<file path="src/rtl/rv32i_core_with_irq_timer_macros.svh">
// assertion macros for the rv32i core with interrupt and timer unit
// used by the top level only, expects clock and reset in scope
`ifndef RV32I_CORE_WITH_IRQ_TIMER_MACROS_SVH
`define RV32I_CORE_WITH_IRQ_TIMER_MACROS_SVH

// same-cycle implication
`define RVC_ASSERT_IMP(lbl, ante, cons) \
   lbl: assert property (@(posedge clock) disable iff (reset) (ante) |-> (cons)) \
      else $error("core assertion failed");

// next-cycle implication
`define RVC_ASSERT_NXT(lbl, ante, cons) \
   lbl: assert property (@(posedge clock) disable iff (reset) (ante) |=> (cons)) \
      else $error("core assertion failed");

`endif

</file>
<file path="src/rtl/rvc_ram.sv">
// generic single-write, single-read synchronous ram with registered read
// no dependencies
module rvc_ram #(
   parameter int unsigned WIDTH = 32,
   parameter int unsigned DEPTH = 32
) (
   input  logic                     clock,
   input  logic                     we,
   input  logic [$clog2(DEPTH)-1:0] waddr,
   input  logic [WIDTH-1:0]         wdata,
   input  logic                     re,
   input  logic [$clog2(DEPTH)-1:0] raddr,
   output logic [WIDTH-1:0]         rdata
);

   logic [WIDTH-1:0] mem_ff [DEPTH];
   logic [WIDTH-1:0] rdata_ff;

   always_ff @(posedge clock) begin
      if (we) begin
         mem_ff[waddr] <= wdata;
      end
      if (re) begin
         rdata_ff <= mem_ff[raddr];
      end
   end

   assign rdata = rdata_ff;

endmodule

</file>
<file path="config.mk">
export PLATFORM = sky130hd
export DESIGN_NAME = rvc_ram
export DESIGN_NICKNAME = d
export VERILOG_FILES = /design/src/rtl/rv32i_core_with_irq_timer_macros.svh /design/src/rtl/rvc_ram.sv
export SDC_FILE = /design/constraint.sdc
export NUM_CORES = 1
export LEC_CHECK = 0
export BUFFER_PORTS_ARGS = -buffer_cell sky130_fd_sc_hd__buf_4
export CORE_MARGIN = 2
export CORE_UTILIZATION = 50
export CTS_CLUSTER_SIZE = 24
export DETAILED_ROUTE_END_ITERATION = 10
export PLACE_DENSITY_LB_ADDON = 0.25
export SYNTH_ARGS = -nofsm -noshare
export SYNTH_HDL_FRONTEND = slang
export SYNTH_SLANG_ARGS = --single-unit
</file>
<file path="constraint.sdc">
create_clock -name clock -period 3.2 [get_ports clock]
set_input_delay 0.32 -clock clock [delete_from_list [all_inputs] [get_ports clock]]
set_output_delay 0.32 -clock clock [all_outputs]
set_load 0.01 [all_outputs]
</file>
After elaboration in Yosys (flattened, before gate mapping):

Memories as Yosys holds them, arrays and structs flattened. A register that Yosys moved wholly into a read port is not among the register bits.
Cells that the tools add are included.

* mux-type cells: 2

Operator list (number)
* $mux 1: 2

* register bits after elaboration: 0
* bits in writable memories: 1024
* bits of input ports: 45
* output and inout bits: 32
* word-level logic and storage cells: 3
* memories: 1

Memories
* mem_ff: words 32, bits a word 32, rd ports 1, clocked after Yosys merged registers in 1, wr ports 1, line rvc_ram.sv:16 `logic [WIDTH-1:0] mem_ff [DEPTH];`

Logic depth before layout (Yosys ltp):

* depth after elaboration: 2
* mapped depth: 8
* depth with buffers taken out: 5

Worst setup path before layout:

OpenSTA, ideal clock, no wires.

* path type: in2reg
* start: in waddr[1]
* end: mem mem_ff[12][0] (enable)
* setup time: 421 ps
* arrival: 2333 ps
* required time: 2779 ps
* slack: 446 ps
* stages on the path: 3
* path buffers: 1
* cells stage by stage: or3b_2 clkbuf_1 nor2_1

RTL lines
* start, declared: line rvc_ram.sv:9 `input logic [$clog2(DEPTH)-1:0] waddr,`
* end, declared: line rvc_ram.sv:16

No word-level cell before the write port.

==> impl_metrics.env <==
export IMPL_status="finished clean"
export IMPL_setup_tns_ns=0
export IMPL_dieArea_sq_um=83900
export IMPL_ys_ff_latch=1056
export IMPL_gp_congestion=0.808
export IMPL_finalClockSkew_ns=0.0281
export IMPL_post_cts_buffers=0
export IMPL_hpwl_mm=56.5
export IMPL_syn2layout_area_growth_pct=14.8
export IMPL_grtUsageTotal_pct=23.8
export IMPL_cts_made_buffers=103
export IMPL_antenna_found_initial=1
export IMPL_synth_largest_area_cell="edfxtp_1"
export IMPL_leakage_nw=16.3
export IMPL_syn_inst=2260
export IMPL_crit_type="primary input to flop"
export IMPL_ys_seq_area_share_pct=77.7
export IMPL_timing_fmax_mhz=569
export IMPL_dieHeight_um=290
export IMPL_cts_root_buf="clkbuf_16"
export IMPL_worstReg2RegStart="mem_ff[7][10]$_DFFE_PP_"
export IMPL_finalMaxSlewViolations=0
export IMPL_grt_pass1_wl_mm=144
export IMPL_seq_area_sq_um=31700
export IMPL_synth_area_leaders="edfxtp_1 78%, mux2i_1 13%, a22oi_1 1.8%"
export IMPL_portBuffers=76
export IMPL_fp_row_count=104
export IMPL_yosysWarnings=0
export IMPL_crit_path_end_kind="flop"
export IMPL_vias=21300
export IMPL_ff2ff_path_depth=5
export IMPL_die_w_um=290
export IMPL_post_synth_top_count_cell="edfxtp_1"
export IMPL_path_max_fanout=30
export IMPL_worst_ir_drop_vdd_mv=0.416
export IMPL_max_slew_margin_rel_pct=47.8
export IMPL_min_from="wdata[12]"
export IMPL_grt_max_degree=74
export IMPL_post_route_period_util_pct=54.9
export IMPL_fp_coreArea_sq_um=80700
export IMPL_worst_pin_slew_ns=0.781
export IMPL_ant_nets=0
export IMPL_overflow=0
export IMPL_drt_iter0_drc=2254
export IMPL_start_kind="primary input"
export IMPL_syn_area_per_cell_sq_um=18.1
export IMPL_synth_distinct_cells=24
export IMPL_worst_ep_required_time_ns=3.60
export IMPL_first_pass_iters=6
export IMPL_setup_viol=0
export IMPL_drc_errors=0
export IMPL_boundaryPins=77
export IMPL_synthArstFlopShare_pct=0
export IMPL_cts_resized=0
export IMPL_avgRoutedWirePerCell_um=27.9
export IMPL_insertion_delay_ns=0.68
export IMPL_ctsHoldBuffers=0
export IMPL_max_cap_violations=0
export IMPL_cts_htree_levels=3
export IMPL_initial_core_util_pct=50.6
export IMPL_cts_clk_slew_worst_paths_ns=0.06
export IMPL_hold_path_endpoint="mem_ff[7][12]$_DFFE_PP_"
export IMPL_syn_nets=2305
export IMPL_wl_mm=99.6
export IMPL_synth_top_area_share_pct=77.7
export IMPL_cts_tree="done"
export IMPL_holdPathStages=1
export IMPL_multi_input_area_sq_um=8610
export IMPL_netlist_top_cells_count="1,056 x edfxtp_1, 512 x mux2i_1, 98 x nand2_1, 98 x nand3_1"
export IMPL_fillers=5937
export IMPL_grt_pass1_vias=21100
export IMPL_drive_above_1_share_pct=14.8
export IMPL_nets=2468
export IMPL_diodes=0
export IMPL_ys_flop_type="edfxtp_1"
export IMPL_r2r_slack_ns=1.64
export IMPL_cts_buffer_depth=3
export IMPL_powerDensity_nw_per_um2=620
export IMPL_rsz0062_at_grt="false"
export IMPL_hp_class="primary input to flop"
export IMPL_synth_edf_count=1056
export IMPL_arrival_ns=2.15
export IMPL_finalHoldWorstSlack_ns=0.0465
export IMPL_period_needed_ns=1.76
export IMPL_netlist_area_sq_um=40800
export IMPL_vias_per_cell=5.97
export IMPL_hold_viol=0
export IMPL_worstReg2RegEnd="rdata[10]$_DFFE_PP_"
export IMPL_utilization_pct=58.1
export IMPL_cts_sinks=1056
[per-layer routing]
metal / track usage, % / vias up / wire, um
li1: - / 9340 / -
met1: 33.2 / 11000 / 41300
met2: 39.5 / 844 / 49000
met3: 3.31 / 141 / 6870
met4: 6.65 / 0 / 2360
met5: 0 / - / 0
[final cells by class]
cell class | instances | share of cell area (%)
multi-input cells | 1077 | 18.4
clock inverters | 62 | 1.31
clock buffers | 126 | 5.87
repair buffers | 185 | 3.92
well taps | 1060 | 2.83
flip-flops and latches | 1056 | 67.7
[worst max-delay path by stage]
stage | depth (start not counted) | endpoint | slack (ns) | start
after CTS | 1 | rdata[31] | 1.46 | rdata[31]$_DFFE_PP_
after floorplan | 3 | mem_ff[12][0]$_DFFE_PP_ | 0.45 | waddr[1]
after global routing | 8 | rdata[30]$_DFFE_PP_ | 1.40 | raddr[0]
final | 8 | rdata[30]$_DFFE_PP_ | 1.44 | raddr[0]
after detailed placement | 4 | mem_ff[4][17]$_DFFE_PP_ | 0.77 | waddr[1]
after global placement | 4 | mem_ff[4][8]$_DFFE_PP_ | 0.81 | waddr[1]
[flip-flops by register name, indices dropped and copies added (netlist names)]
register / cells
mem_ff: 1024
rdata: 32
[kinds of logic (layout without fill, tap and decap cells)]
group / Yosys count / count (layout) / synth area share (%)
flip-flops: 1056 / 1056 / 77.7
multiplexers: 512 / 512 / 12.6
AO/OA/AOI/OAI: 288 / 288 / 4.81
AND/OR/NAND/NOR: 277 / 277 / 3.08
buffers and inverters: 127 / 373 / 1.85
[stage by stage]
| step | cell area (sq um) | cells | setup slack, ns | power [mW] |
|---|---|---|---|---|
| after floorplan | 40800 | 2260 | 0.446 | 16.6 |
| after global placement | 43500 | 3378 | 0.807 | 17.3 |
| after detailed placement | 43500 | 3378 | 0.773 | 17.3 |
| after CTS | 46800 | 3566 | 1.46 | 29.2 |
| after global routing | 46800 | 3566 | 1.40 | 29.9 |
| final | 46800 | 3566 | 1.44 | 29.0 |
[worst max-delay path, cell delays in order]
cell and delay (ns):
buf_8 0.27, buf_12 0.28, buf_4 0.36, mux2i_1 0.25
a22o_1 0.18, nor3_1 0.06, a31oi_1 0.25, nand3_1 0.12
[cell usage in the layout, fill, tap and decap left out, types with 4 or more instances in the layout]
master / instances
a21oi_1: 96
a22o_1: 64
a22oi_1: 96
a31oi_1: 32
buf_12: 35
buf_4: 149
bufinv_16: 12
clkbuf_1: 19
clkbuf_16: 107
clkinv_1: 26
clkinv_2: 16
clkinvlp_4: 4
edfxtp_1: 1056
mux2i_1: 512
nand2_1: 97
nand3_1: 98
nand3b_1: 5
nor2_4: 33
nor3_1: 32
[power by group]
group	switching (mW)	internal [mW]	total, mW
clock	4.99	7.05	12.0
combinational	0.967	0.528	1.49
sequential	0.0655	15.4	15.5
No activity file was read; power rests on OpenSTA's default activity.
